File: config.mk
export PLATFORM = sky130hd
export DESIGN_NAME = ordered_list_engine
export DESIGN_NICKNAME = d
export VERILOG_FILES = /design/src/rtl/core/ole_pkg.sv /design/src/rtl/core/ordered_list_engine.sv /design/src/rtl/core/ole_ram.sv /design/src/rtl/core/ole_datapath.sv /design/src/rtl/core/ole_controller.sv
export SDC_FILE = /design/constraint.sdc
export NUM_CORES = 1
export LEC_CHECK = 0
export ABC_AREA = 1
export BUFFER_PORTS_ARGS = -buffer_cell sky130_fd_sc_hd__buf_2
export CAP_MARGIN = 15
export CORE_ASPECT_RATIO = 1.1
export CORE_MARGIN = 4
export CORE_UTILIZATION = 55
export CTS_CLUSTER_SIZE = 16
export DETAILED_ROUTE_END_ITERATION = 16
export MAX_ROUTING_LAYER = met4
export PLACE_DENSITY_LB_ADDON = 0.3
export SETUP_SLACK_MARGIN = 0.5
export SYNTH_ARGS = -nofsm -noshare
export SYNTH_HDL_FRONTEND = slang
export SYNTH_HIERARCHICAL = 1
export SYNTH_SLANG_ARGS = --single-unit
File: constraint.sdc
create_clock -name clk -period 4.1 [get_ports clk]
set_input_delay 0.82 -clock clk [delete_from_list [all_inputs] [get_ports clk]]
set_output_delay 0.82 -clock clk [all_outputs]
set_load 0.005 [all_outputs]
File: src/rtl/core/ole_pkg.sv
`timescale 1ns / 1ps
`default_nettype none
// ----------------------------------------------------------------------------
// ole_pkg: shared definitions for the ordered list engine
// Request and status codes, field widths and the controller/datapath
// command and status bundles.
// ----------------------------------------------------------------------------
package ole_pkg;

    localparam int DefCapacity = 16;

    localparam int ReqW = 4;
    localparam int ValW = 32;
    localparam int PosW = 8;
    localparam int StW  = 3;

    localparam logic [ReqW-1:0] REQ_INS_FRONT = 4'd0;
    localparam logic [ReqW-1:0] REQ_INS_TAIL  = 4'd1;
    localparam logic [ReqW-1:0] REQ_INS_AT    = 4'd2;
    localparam logic [ReqW-1:0] REQ_REM_FRONT = 4'd3;
    localparam logic [ReqW-1:0] REQ_REM_TAIL  = 4'd4;
    localparam logic [ReqW-1:0] REQ_REM_ALL   = 4'd5;
    localparam logic [ReqW-1:0] REQ_REM_AT    = 4'd6;
    localparam logic [ReqW-1:0] REQ_REM_VALUE = 4'd7;
    localparam logic [ReqW-1:0] REQ_TRAVERSE  = 4'd8;
    localparam logic [ReqW-1:0] REQ_SEARCH    = 4'd9;
    localparam logic [ReqW-1:0] REQ_COUNT     = 4'd10;
    localparam logic [ReqW-1:0] REQ_REVERSE   = 4'd11;

    localparam logic [StW-1:0] ST_OK       = 3'd0;
    localparam logic [StW-1:0] ST_EMPTY    = 3'd1;
    localparam logic [StW-1:0] ST_FULL     = 3'd2;
    localparam logic [StW-1:0] ST_BADPOS   = 3'd3;
    localparam logic [StW-1:0] ST_NOTFOUND = 3'd4;

    // controller to datapath
    typedef struct packed {
        logic       load_req;   // capture request fields
        logic       rd_issue;   // read logical index k into the RAM
        logic       rd_prev;    // read logical index k-1 into the RAM
        logic       wr_insert;  // write captured value at logical index k
        logic       wr_shift;   // write last read data at logical index k
        logic       k_load_top; // k = count (insert shifting start)
        logic       k_load_pos; // k = start position of a remove
        logic       k_load_zero;
        logic       k_inc;
        logic       k_dec;
        logic       hold_data;  // keep RAM read data as the removed value
        logic       cnt_inc;
        logic       cnt_dec;
        logic       cnt_clear;
        logic       do_reverse;
    } ole_cmd_t;

    // datapath to controller
    typedef struct packed {
        logic [ReqW-1:0] req;
        logic            empty;
        logic            full;
        logic            pos_bad_ins;
        logic            pos_bad_rem;
        logic            k_at_top;    // k == target position (insert shift done)
        logic            k_last;      // k + 1 >= count
        logic            match;       // RAM read data equals request value
    } ole_sts_t;

endpackage : ole_pkg
`default_nettype wire

File: src/rtl/core/ordered_list_engine.sv
`timescale 1ns / 1ps
`default_nettype none
// Requests are handled one at a time: in_stall is high from acceptance until
//   the result is issued, and longer for each entry shifted or compared.
// Traverse gives one result per element, waiting while the output is stalled.
// Each shift write follows a registered RAM read of the entry it moves.
// Reset: asynchronous, active low; clears count, front, direction, walk index,
//   sequencer state and output valid flag.
// ----------------------------------------------------------------------------
// ordered_list_engine: bounded ordered list of signed values
// Controller and datapath around a circular element store.
// ----------------------------------------------------------------------------
module ordered_list_engine
    import ole_pkg::*;
#(
    parameter int Capacity = DefCapacity
) (
    input  wire logic                   clk,
    input  wire logic                   rst_n,
    input  wire logic                   in_valid,
    output logic                        in_stall,
    input  wire logic [ReqW-1:0]        req_type,
    input  wire logic signed [ValW-1:0] item_value,
    input  wire logic [PosW-1:0]        position,
    output logic                        out_valid,
    input  wire logic                   out_stall,
    output logic [StW-1:0]              status,
    output logic signed [ValW-1:0]      data_value,
    output logic [PosW-1:0]             found_position,
    output logic [PosW-1:0]             entry_count,
    output logic                        last
);

    ole_cmd_t               cmd;
    ole_sts_t               sts;
    logic signed [ValW-1:0] rd_value, held_value;
    logic [PosW-1:0]        k_plus_one, count_w;

    ole_datapath #(
        .Capacity (Capacity)
    ) u_dp (
        .clk        (clk),
        .rst_n      (rst_n),
        .req_type   (req_type),
        .item_value (item_value),
        .position   (position),
        .cmd        (cmd),
        .sts        (sts),
        .rd_value   (rd_value),
        .held_value (held_value),
        .k_plus_one (k_plus_one),
        .count_out  (count_w)
    );

    ole_controller u_ctl (
        .clk            (clk),
        .rst_n          (rst_n),
        .in_valid       (in_valid),
        .in_stall       (in_stall),
        .out_valid      (out_valid),
        .out_stall      (out_stall),
        .sts            (sts),
        .rd_value       (rd_value),
        .held_value     (held_value),
        .k_plus_one     (k_plus_one),
        .count_in       (count_w),
        .cmd            (cmd),
        .status         (status),
        .data_value     (data_value),
        .found_position (found_position),
        .entry_count    (entry_count),
        .last           (last)
    );

endmodule : ordered_list_engine
`default_nettype wire

File: src/rtl/core/ole_ram.sv
`timescale 1ns / 1ps
`default_nettype none
// ----------------------------------------------------------------------------
// ole_ram: generic single-port-write, single-port-read RAM
// One write and one registered read per cycle.
// ----------------------------------------------------------------------------
module ole_ram #(
    parameter int Width = 32,
    parameter int Depth = 16
) (
    input  wire logic                     clk,
    input  wire logic                     we,
    input  wire logic [$clog2(Depth)-1:0] waddr,
    input  wire logic [Width-1:0]         wdata,
    input  wire logic [$clog2(Depth)-1:0] raddr,
    output logic      [Width-1:0]         rdata
);

    logic [Width-1:0] mem [Depth];

    // write port and registered read port
    always_ff @(posedge clk)
    begin
        if (we)
        begin
            mem[waddr] <= wdata;
        end
        rdata <= mem[raddr];
    end

endmodule : ole_ram
`default_nettype wire

File: src/rtl/core/ole_datapath.sv
`timescale 1ns / 1ps
`default_nettype none
// ----------------------------------------------------------------------------
// ole_datapath: list storage and index arithmetic
// Holds the count, front slot and direction, maps logical indices to store
// slots and drives the element RAM.
// ----------------------------------------------------------------------------
module ole_datapath
    import ole_pkg::*;
#(
    parameter int Capacity = DefCapacity
) (
    input  wire logic                   clk,
    input  wire logic                   rst_n,
    input  wire logic [ReqW-1:0]        req_type,
    input  wire logic signed [ValW-1:0] item_value,
    input  wire logic [PosW-1:0]        position,
    input  wire ole_cmd_t               cmd,
    output ole_sts_t                    sts,
    output logic signed [ValW-1:0]      rd_value,
    output logic signed [ValW-1:0]      held_value,
    output logic [PosW-1:0]             k_plus_one,
    output logic [PosW-1:0]             count_out
);

    localparam int AW = (Capacity > 1) ? $clog2(Capacity) : 1;
    localparam int CW = $clog2(Capacity + 1);
    localparam int KW = CW + 1;

    logic [ReqW-1:0]        req_reg;
    logic signed [ValW-1:0] val_reg;
    logic [PosW-1:0]        pos_reg;
    logic [CW-1:0]          count_reg, count_next;
    logic [AW-1:0]          front_reg, front_next;
    logic                   rev_reg, rev_next;
    logic [KW-1:0]          k_reg, k_next;
    logic signed [ValW-1:0] held_reg;
    logic                   ram_we;
    logic [AW-1:0]          ram_waddr, ram_raddr, slot_k, slot_kp1, slot_km1, slot_top;
    logic signed [ValW-1:0] ram_wdata, ram_rdata;

    // map logical index to store slot (index <= Capacity, front < Capacity)
    function automatic logic [AW-1:0] slot_map(input logic [AW-1:0] f,
                                               input logic          r,
                                               input logic [KW-1:0] i);
        logic [AW+1:0] s;
        logic [AW+1:0] cap;
        cap = (AW+2)'(Capacity);
        if (r)
        begin
            s = {2'b0, f} + cap - (AW+2)'(i);
        end
        else
        begin
            s = {2'b0, f} + (AW+2)'(i);
        end
        if (s >= cap)
        begin
            s = s - cap;
        end
        return AW'(s);
    endfunction

    assign slot_k   = slot_map(front_reg, rev_reg, k_reg);
    assign slot_kp1 = slot_map(front_reg, rev_reg, k_reg + KW'(1));
    assign slot_km1 = slot_map(front_reg, rev_reg, k_reg - KW'(1));
    assign slot_top = slot_map(front_reg, rev_reg, KW'(count_reg) - KW'(1));

    // request capture
    always_ff @(posedge clk)
    begin
        if (cmd.load_req)
        begin
            req_reg <= req_type;
            val_reg <= item_value;
            pos_reg <= position;
        end
        if (cmd.hold_data)
        begin
            held_reg <= ram_rdata;
        end
    end

    // list control state
    always_ff @(posedge clk or negedge rst_n)
    begin
        if (!rst_n)
        begin
            count_reg <= '0;
            front_reg <= '0;
            rev_reg   <= 1'b0;
            k_reg     <= '0;
        end
        else
        begin
            count_reg <= count_next;
            front_reg <= front_next;
            rev_reg   <= rev_next;
            k_reg     <= k_next;
        end
    end

    // next count, orientation and walk index
    always_comb
    begin
        count_next = count_reg;
        front_next = front_reg;
        rev_next   = rev_reg;
        k_next     = k_reg;
        priority if (cmd.cnt_clear)
        begin
            count_next = '0;
        end
        else if (cmd.cnt_inc)
        begin
            count_next = count_reg + CW'(1);
        end
        else if (cmd.cnt_dec)
        begin
            count_next = count_reg - CW'(1);
        end
        if (cmd.do_reverse && count_reg >= CW'(2))
        begin
            front_next = slot_top;
            rev_next   = ~rev_reg;
        end
        priority if (cmd.k_load_top)
        begin
            k_next = KW'(count_reg);
        end
        else if (cmd.k_load_pos)
        begin
            unique case (req_reg)
                REQ_INS_FRONT, REQ_REM_FRONT: k_next = '0;
                REQ_INS_TAIL:                 k_next = KW'(count_reg);
                REQ_REM_TAIL:                 k_next = KW'(count_reg) - KW'(1);
                default:                      k_next = KW'(pos_reg) - KW'(1);
            endcase
        end
        else if (cmd.k_load_zero)
        begin
            k_next = '0;
        end
        else if (cmd.k_inc)
        begin
            k_next = k_reg + KW'(1);
        end
        else if (cmd.k_dec)
        begin
            k_next = k_reg - KW'(1);
        end
    end

    // RAM port selection: shift writes move last read data into slot k
    always_comb
    begin
        ram_we    = cmd.wr_insert | cmd.wr_shift;
        ram_waddr = slot_k;
        ram_wdata = cmd.wr_insert ? val_reg : ram_rdata;
        ram_raddr = cmd.rd_prev ? slot_km1 : (cmd.rd_issue ? slot_k : slot_kp1);
    end

    ole_ram #(
        .Width (ValW),
        .Depth (Capacity)
    ) u_store (
        .clk   (clk),
        .we    (ram_we),
        .waddr (ram_waddr),
        .wdata (ram_wdata),
        .raddr (ram_raddr),
        .rdata (ram_rdata)
    );

    // status to the controller
    logic [KW-1:0] ins_target;
    always_comb
    begin
        unique case (req_reg)
            REQ_INS_FRONT: ins_target = '0;
            REQ_INS_TAIL:  ins_target = KW'(count_reg);
            default:       ins_target = KW'(pos_reg) - KW'(1);
        endcase
        sts.req         = req_reg;
        sts.empty       = (count_reg == '0);
        sts.full        = (count_reg >= CW'(Capacity));
        sts.pos_bad_ins = (pos_reg == '0) ||
                          ({1'b0, pos_reg} > (PosW+1)'(count_reg) + (PosW+1)'(1));
        sts.pos_bad_rem = (pos_reg == '0) || ({1'b0, pos_reg} > (PosW+1)'(count_reg));
        sts.k_at_top    = (k_reg == ins_target);
        sts.k_last      = (k_reg + KW'(1) >= KW'(count_reg));
        sts.match       = (ram_rdata == val_reg);
    end

    assign rd_value   = ram_rdata;
    assign held_value = held_reg;
    assign k_plus_one = PosW'(k_reg + KW'(1));
    assign count_out  = PosW'(count_next);

endmodule : ole_datapath
`default_nettype wire

File: src/rtl/core/ole_controller.sv
`timescale 1ns / 1ps
`default_nettype none
// ----------------------------------------------------------------------------
// ole_controller: request sequencer
// Decodes a request, steps the datapath through shifts, walks and reads,
// and fills the output register.
// ----------------------------------------------------------------------------
module ole_controller
    import ole_pkg::*;
(
    input  wire logic                   clk,
    input  wire logic                   rst_n,
    input  wire logic                   in_valid,
    output logic                        in_stall,
    output logic                        out_valid,
    input  wire logic                   out_stall,
    input  wire ole_sts_t               sts,
    input  wire logic signed [ValW-1:0] rd_value,
    input  wire logic signed [ValW-1:0] held_value,
    input  wire logic [PosW-1:0]        k_plus_one,
    input  wire logic [PosW-1:0]        count_in,
    output ole_cmd_t                    cmd,
    output logic [StW-1:0]              status,
    output logic signed [ValW-1:0]      data_value,
    output logic [PosW-1:0]             found_position,
    output logic [PosW-1:0]             entry_count,
    output logic                        last
);

    localparam logic [3:0] S_IDLE     = 4'd0;
    localparam logic [3:0] S_DECODE   = 4'd1;
    localparam logic [3:0] S_INS      = 4'd2;  // read k-1, or place the value
    localparam logic [3:0] S_INS_WR   = 4'd3;  // copy k-1 up into k
    localparam logic [3:0] S_READ     = 4'd4;  // read of slot k in flight
    localparam logic [3:0] S_REM_HOLD = 4'd5;  // keep the removed value
    localparam logic [3:0] S_REM      = 4'd6;  // read k+1, or finish
    localparam logic [3:0] S_REM_WR   = 4'd7;  // copy k+1 down into k
    localparam logic [3:0] S_SCAN     = 4'd8;  // compare for value search
    localparam logic [3:0] S_TRAV     = 4'd9;  // emit one element
    localparam logic [3:0] S_OUT      = 4'd10; // issue the single result

    logic [3:0]             state_reg, state_next;
    logic                   ov_reg, ov_next;
    logic [StW-1:0]         st_reg, st_next;
    logic signed [ValW-1:0] dv_reg, dv_next;
    logic [PosW-1:0]        fp_reg, fp_next;
    logic [PosW-1:0]        ec_reg, ec_next;
    logic                   last_reg, last_next;
    logic                   out_free;

    assign out_free  = !ov_reg || !out_stall;
    assign in_stall  = (state_reg != S_IDLE);
    assign out_valid = ov_reg;

    always_ff @(posedge clk or negedge rst_n)
    begin
        if (!rst_n)
        begin
            state_reg <= S_IDLE;
            ov_reg    <= 1'b0;
        end
        else
        begin
            state_reg <= state_next;
            ov_reg    <= ov_next;
        end
    end

    always_ff @(posedge clk)
    begin
        st_reg   <= st_next;
        dv_reg   <= dv_next;
        fp_reg   <= fp_next;
        ec_reg   <= ec_next;
        last_reg <= last_next;
    end

    // sequencer
    always_comb
    begin
        state_next = state_reg;
        ov_next    = ov_reg && out_stall;
        st_next    = st_reg;
        dv_next    = dv_reg;
        fp_next    = fp_reg;
        ec_next    = ec_reg;
        last_next  = last_reg;
        cmd        = '0;
        unique case (state_reg)
            S_IDLE:
            begin
                if (in_valid)
                begin
                    cmd.load_req = 1'b1;
                    state_next   = S_DECODE;
                end
            end
            S_DECODE:
            begin
                // output register must be free before any result is built
                if (out_free)
                begin
                    st_next   = ST_OK;
                    dv_next   = '0;
                    fp_next   = '0;
                    last_next = 1'b1;
                    unique case (sts.req)
                        REQ_INS_FRONT, REQ_INS_TAIL, REQ_INS_AT:
                        begin
                            if (sts.req == REQ_INS_AT && sts.pos_bad_ins)
                            begin
                                st_next = ST_BADPOS;
                                state_next = S_OUT;
                            end
                            else if (sts.full)
                            begin
                                st_next = ST_FULL;
                                state_next = S_OUT;
                            end
                            else
                            begin
                                cmd.k_load_top = 1'b1;
                                state_next = S_INS;
                            end
                        end
                        REQ_REM_FRONT, REQ_REM_TAIL, REQ_REM_AT:
                        begin
                            if (sts.empty)
                            begin
                                st_next = ST_EMPTY;
                                state_next = S_OUT;
                            end
                            else if (sts.req == REQ_REM_AT && sts.pos_bad_rem)
                            begin
                                st_next = ST_BADPOS;
                                state_next = S_OUT;
                            end
                            else
                            begin
                                cmd.k_load_pos = 1'b1;
                                state_next     = S_READ;
                            end
                        end
                        REQ_REM_ALL:
                        begin
                            if (sts.empty)
                            begin
                                st_next = ST_EMPTY;
                            end
                            cmd.cnt_clear = 1'b1;
                            state_next = S_OUT;
                        end
                        REQ_REM_VALUE, REQ_SEARCH, REQ_TRAVERSE:
                        begin
                            if (sts.empty)
                            begin
                                st_next = ST_EMPTY;
                                state_next = S_OUT;
                            end
                            else
                            begin
                                cmd.k_load_zero = 1'b1;
                                state_next      = S_READ;
                            end
                        end
                        REQ_REVERSE:
                        begin
                            if (sts.empty)
                            begin
                                st_next = ST_EMPTY;
                            end
                            cmd.do_reverse = 1'b1;
                            state_next = S_OUT;
                        end
                        default:
                        begin
                            state_next = S_OUT;
                        end
                    endcase
                end
            end
            S_INS:
            begin
                // place the value once k reaches the target, else fetch k-1
                if (sts.k_at_top)
                begin
                    cmd.wr_insert = 1'b1;
                    cmd.cnt_inc   = 1'b1;
                    state_next    = S_OUT;
                end
                else
                begin
                    cmd.rd_prev = 1'b1;
                    state_next  = S_INS_WR;
                end
            end
            S_INS_WR:
            begin
                // data of k-1 is valid now; move it up and step down
                cmd.wr_shift = 1'b1;
                cmd.k_dec    = 1'b1;
                state_next   = S_INS;
            end
            S_READ:
            begin
                // issue the read of slot k; data is valid next cycle
                cmd.rd_issue = 1'b1;
                unique case (sts.req)
                    REQ_REM_FRONT, REQ_REM_TAIL, REQ_REM_AT: state_next = S_REM_HOLD;
                    REQ_TRAVERSE:                            state_next = S_TRAV;
                    default:                                 state_next = S_SCAN;
                endcase
            end
            S_REM_HOLD:
            begin
                cmd.hold_data = 1'b1;
                state_next    = S_REM;
            end
            S_REM:
            begin
                // slot k+1 read is issued by default; copy it down next cycle
                if (sts.k_last)
                begin
                    cmd.cnt_dec = 1'b1;
                    dv_next     = held_value;
                    state_next  = S_OUT;
                end
                else
                begin
                    state_next = S_REM_WR;
                end
            end
            S_REM_WR:
            begin
                cmd.wr_shift = 1'b1;
                cmd.k_inc    = 1'b1;
                state_next   = S_REM;
            end
            S_SCAN:
            begin
                if (sts.match)
                begin
                    fp_next = k_plus_one;
                    if (sts.req == REQ_REM_VALUE)
                    begin
                        cmd.hold_data = 1'b1;
                        state_next    = S_REM;
                    end
                    else
                    begin
                        state_next = S_OUT;
                    end
                end
                else if (sts.k_last)
                begin
                    st_next    = ST_NOTFOUND;
                    state_next = S_OUT;
                end
                else
                begin
                    cmd.k_inc  = 1'b1;
                    state_next = S_READ;
                end
            end
            S_TRAV:
            begin
                // keep re-reading slot k so the data holds while stalled
                cmd.rd_issue = 1'b1;
                if (out_free)
                begin
                    ov_next   = 1'b1;
                    st_next   = ST_OK;
                    dv_next   = rd_value;
                    fp_next   = k_plus_one;
                    ec_next   = count_in;
                    last_next = sts.k_last;
                    if (sts.k_last)
                    begin
                        state_next = S_IDLE;
                    end
                    else
                    begin
                        cmd.k_inc  = 1'b1;
                        state_next = S_READ;
                    end
                end
            end
            S_OUT:
            begin
                ov_next    = 1'b1;
                ec_next    = count_in;
                state_next = S_IDLE;
            end
            default:
            begin
                state_next = S_IDLE;
            end
        endcase
    end

    // drive the result ports from the output register
    assign status         = st_reg;
    assign data_value     = dv_reg;
    assign found_position = fp_reg;
    assign entry_count    = ec_reg;
    assign last           = last_reg;

    // hold a stalled result
    a_out_hold: assert property (@(posedge clk) disable iff (!rst_n)
        ov_reg && out_stall |=> ov_reg && $stable(dv_reg))
        else $error("result changed under stall");
    a_no_accept_busy: assert property (@(posedge clk) disable iff (!rst_n)
        state_reg != S_IDLE |-> in_stall)
        else $error("input taken while busy");
    a_decode_once: assert property (@(posedge clk) disable iff (!rst_n)
        $past(rst_n) && $past(state_reg) == S_IDLE && $past(in_valid)
        |-> state_reg == S_DECODE)
        else $error("request not decoded");

endmodule : ole_controller
`default_nettype wire

## After elaboration in Yosys (flattened, before gate mapping)

Memories as Yosys holds them, arrays and structs flattened. A register that Yosys moved wholly into a read port is not among the register bits.
Index checks and enable logic that the tools add are counted.

| operators by class | value |
|---|---|
| add/subtract/negate cells | 21 |
| magnitude comparators | 9 |
| eq/ne operators | 29 |
| muxes and demuxes | 98 |
| bitwise gates (word level) | 2 |
| reductions and logical operators | 33 |

Operator list:

| operator | number |
|---|---|
| 32-bit two-way mux | 4 |
| 32-bit one-hot mux with 3 select lines | 1 |
| 4-bit two-way mux | 19 |
| 6-bit two-way mux | 9 |
| 4-bit one-hot mux with 9 select lines | 1 |
| 32-bit equality test | 1 |
| 4-bit by 3-bit equality test with 1-bit output, second input constant | 8 |
| 8-bit two-way mux | 4 |
| 1-bit two-way mux | 31 |
| 3-bit two-way mux | 9 |
| 4-bit by 6-bit adder with 6-bit output | 4 |
| 4-bit equality test, second input constant | 6 |
| 6-bit by 5-bit greater-or-equal comparator with 1-bit output, second input constant | 4 |
| 8-bit one-hot mux with 3 select lines | 1 |
| 6-bit subtractor | 4 |
| 3-bit one-hot mux with 3 select lines | 2 |
| 6-bit one-hot mux with 3 select lines | 1 |
| 4-bit by 2-bit equality test with 1-bit output, second input constant | 4 |
| 8-bit one-hot mux with 2 select lines | 1 |
| 4-bit by 1-bit subtractor with 4-bit output, second input constant | 4 |
| 5-bit two-way mux | 3 |
| 4-bit one-hot mux with 3 select lines | 1 |
| 6-bit one-hot mux with 2 select lines | 1 |
| 6-bit by 1-bit subtractor with 6-bit output, second input constant | 2 |
| 39 further kinds | 67 |

| word-level totals | value |
|---|---|
| bits in registers | 149 |
| memory bits (writable) | 512 |
| bits of input ports | 48 |
| output and inout bits | 54 |
| memories kept | 1 |

Memory list:

| name | depth | bits a word | rd ports | clocked after Yosys merged registers in | wr ports | line | source |
|---|---|---|---|---|---|---|---|
| u_dp.u_store.mem | 16 | 32 | 1 | 1 | 1 | ole_ram.sv:19 | `logic [Width-1:0] mem [Depth];` |

## Logic depth before layout (Yosys ltp)

| logic depth | value |
|---|---|
| word-level depth | 11 |
| depth in mapped cells | 23 |
| depth with buffers taken out | 23 |

## By module

Netlist, hierarchy kept.

By module, submodules not included:

| module | instances | cells each | area an instance (um^2) | sequential area each (um^2) |
|---|---|---|---|---|
| ole_ram | 1 | 2,120 | 22,730.6 | 16,015.4 |
| ole_datapath | 1 | 703 | 6,082.1 | 2,682.6 |
| ole_controller | 1 | 251 | 2,731.4 | 1,686.6 |

## Worst setup path before layout

No wires, ideal clock.

| path | value |
|---|---|
| path kind | flip-flop to flip-flop |
| from | reg u_dp.pos_reg[0] |
| to | mem u_dp.u_store.mem[10][0], enable pin |
| library setup time | 0.421 ns |
| arrival | 3.727 ns |
| data required time | 3.679 ns |
| slack | -0.048 ns |
| stages on the path, launching flop included | 17 |
| path buffers | 2 |
| cell sequence | edfxtp_1 -> inv_1 -> ha_1 -> xor2_1 -> nand2_1 -> nand2_1 -> nand2_1 -> nand2_1 -> nand4_1 -> nor2_1 -> inv_1 -> nor2_1 -> buf_4 -> clkbuf_1 -> or2_2 -> nand3b_1 -> nor2_1 |

RTL lines:

| item | line | source |
|---|---|---|
| start, declared | ole_datapath.sv:32 | `logic [PosW-1:0] pos_reg;` |
| start signal, assigned | ole_datapath.sv:76 | `pos_reg <= position;` |
| end, declared | ole_ram.sv:19 |  |

==> results.toml <==
[run_status]
status = "complete, but fails checks"
violations = "DRC"

[setup_path]
cpMostUsedCell = "nand2_1"
path_buf_inv = 4
crit_fanout = 8
crit_family = "compound AO/OA/AOI/OAI gates"
path_cells = "clkinvlp_4, ha_4, ha_1, o21ai_0, a21boi_0, o21ai_0, nand2_1, nand2_1, nand2_1, inv_2, nand3_1, o211ai_1, buf_4, buf_4, xor2_1, o22ai_1, a21oi_1, o21ai_1"
worstSetupEndpointType = "register"
cp.arrival_ns = 3.88
crit_type = "reg2reg"
cp-start-kind = "register"
crit_path_max_incr_delay_ns = 0.49
critPathSlowestCell = "dfrtp_2"
critPathRequiredTime_ns = 4.56

[drt]
drt-total-wl_mm = 88.1
first_pass_iters = 11
drt_iter0_drc = 2879
drt-wirelength-per-cell_microns = 22.0
antenna_left = 0
vias = 22821
detail_route.vias_per_cell = 5.70
drc = 1

[place]
numPortBuffers = 101
dp_slack_ns = -0.0497
dp.cells = 3853
place.gp.congestion = 0.982
dp_hpwl_mm = 48.5

[sta]
worst_pin_slew_ns = 1.16
rsz0062_at_grt = "false"
period_needed_ns = 3.42
fin_ws_ns = 0.680
drv_slew = 0
hold_viol_final = 0
skew_ns = 0.0282
setup_violations = 0
setup_tns_ns = 0
period_share = 0.834
clock.fmax_mhz = 292
slew_headroom = 0.225

[min_path]
hp-class = "in2async"

[floorplanning]
core_area_sq_um = 56500
rows = 91
die_area_sq_um = 61300
ioPinCount = 102
dieHeight_microns = 259
start_util = 0.559
die_w_microns = 236

[global_route]
grt.overflow.total = 0
grt_pass1_wl_mm = 127
grt_max_degree = 69
grt_pass1_vias = 21525
track_usage = 0.279
antenna_found_initial = 1

[layout]
syn_to_final_growth_pct = 13.8
final_cells = 4004
largest_register_ff_count = 512
drive_gt1_frac = 0.116
regMostFlops = "u_dp/u_store/mem"
nNetsFinal = 3308

[clock_tree]
cts_inserted_buffers = 70
h-tree-depth = 3
cts-root-buf = "clkbuf_16"
cts_hold_buf = 0
cts_tree = "done"
numClockSinks = 693
clockBufferDepth = 3
clk_latency_ns = 0.61
clk_transition_reported_paths_ns = 0.06

[logic_synthesis]
syn_inst = 3074
ys_seq_area_frac = 0.646
avgSynthCellArea_sq_um = 10.3
ys_warn_count = 6
syn-cell-area_sq_um = 31500
ys_ff_latch = 693
synth_cell_types = 48

[run]
drv_cap = 0
[stage by stage]
| step | area [sq um] | hold slack, ns | util |
|---|---|---|---|
| after floorplan | 31600 | 0.431 | - |
| after global placement | 33200 | 0.477 | 0.587 |
| after CTS | 35600 | 0.228 | 0.630 |
| after global routing | 35900 | 0.267 | 0.635 |
| final | 35900 | 0.219 | 0.635 |
| after detailed placement | 33200 | 0.503 | 0.587 |
[worst reg2reg max path: cells and delay by family, from the launching register on]
| kind | cells | cell delay (ns) |
|---|---|---|
| adder cells (fa/ha/maj) | 2 | 0.64 |
| AO/OA/AOI/OAI | 7 | 0.90 |
| buffers and inverters | 4 | 0.64 |
| AND/OR/NAND/NOR | 4 | 0.39 |
| flip-flops | 1 | 0.49 |
| XOR/XNOR | 1 | 0.22 |
[per-layer routing]
layer / GRT usage / wire [microns] / up-vias
li1: - / - / 10302
met1: 0.365 / 33400 / 10930
met2: 0.455 / 42500 / 1358
met3: 0.0431 / 9200 / 231
met4: 0.0921 / 2990 / 0
met5: - / 0 / -
[what timing repair did]
action | 4_1_cts | 5_1_grt
pin swaps | 2 | 4
resized for setup | 13 | 24
buffers inserted | 5 | 12
cloned | 1 | 7
setup endpoints to repair | 78 | 106
[cell type report]
class                      instances  area [sq um]
tap                              744           931
timing repair inverter             1          8.76
sequential                       693         20400
clock inverter                    27           272
fill                            4284         20600
multi-input combinational       1746          8650
timing repair buffer             187          1680
antenna                            1          2.50
inverter                         507          1950
clock buffer                      98          2010
[logic make-up (layout without fill, tap and decap cells)]
| logic type | after synthesis | in the layout | share of synthesized area |
|---|---|---|---|
| flops | 693 | 693 | 0.646 |
| simple gates | 1518 | 1518 | 0.204 |
| xor+xnor | 42 | 42 | 0.0121 |
| compound gates | 128 | 128 | 0.0260 |
| other cells | 1 | 5 | 0.000119 |
| buf+inv | 638 | 820 | 0.0879 |
| fa+ha+maj | 54 | 54 | 0.0233 |
[Yosys cell counts (all sizes together)]
master,instances,share of area
nand4,17,0.0034
fa,8,0.0051
edfxtp,640,0.61
o2111ai,2,0.00056
clkinv,1,0.00028
a31oi,2,0.00040
buf,109,0.025
and2,1,0.00020
clkbuf,22,0.0026
o21ai,60,0.0099
a21boi,1,0.00024
a22o,32,0.0089
o21bai,2,0.00048
conb,1,0.00012
dfxtp,32,0.020
inv,506,0.060
xor2,9,0.0025
nand3,442,0.070
nor4b,1,0.00028
or2,8,0.0017
o211ai,2,0.00048
nor3,7,0.0011
xnor2,33,0.0096
a21oi,19,0.0030
nand3b,3,0.00071
dfrtp,21,0.017
nor3b,1,0.00024
a221oi,4,0.0011
nand2,925,0.11
ha,46,0.018
o22ai,2,0.00040
nor2,113,0.016
o221ai,2,0.00056
[layout by cell type, fill, tap and decap left out, drive strengths merged, types with 3 or more instances in the layout]
cell type,n
conb,4
ha,46
nand3,442
xor2,9
nor3,7
buf,182
nand2,925
dfxtp,32
nor2,113
edfxtp,640
a21oi,19
or2,8
clkbuf,103
fa,8
dfrtp,21
nand3b,3
inv,506
bufinv,5
nand4,17
o21ai,60
clkinv,22
a22o,32
a221oi,4
xnor2,33
[final timing paths]
path	start	endpoint	slack (ns)	depth (start not counted)
worst max-delay path	u_dp/k_reg[1]	u_dp/k_reg[1]	0.68	18
worst min-delay path	rst_n	u_ctl/state_reg[0]	0.22	1
worst max register to register	u_dp/k_reg[1]	u_dp/k_reg[1]	0.68	18
worst min register to register	u_dp/u_store/rdata[26]	u_dp/held_value[26]	0.53	0
max in group asynchronous	rst_n	u_dp/k_reg[1]	3.46	1
min in group clk	item_value[17]	u_dp/val_reg[17]	0.38	1
Power is left out: the tool's default activity adds up to more than one toggle a clock period on the data nets, which glitch-free logic cannot reach.
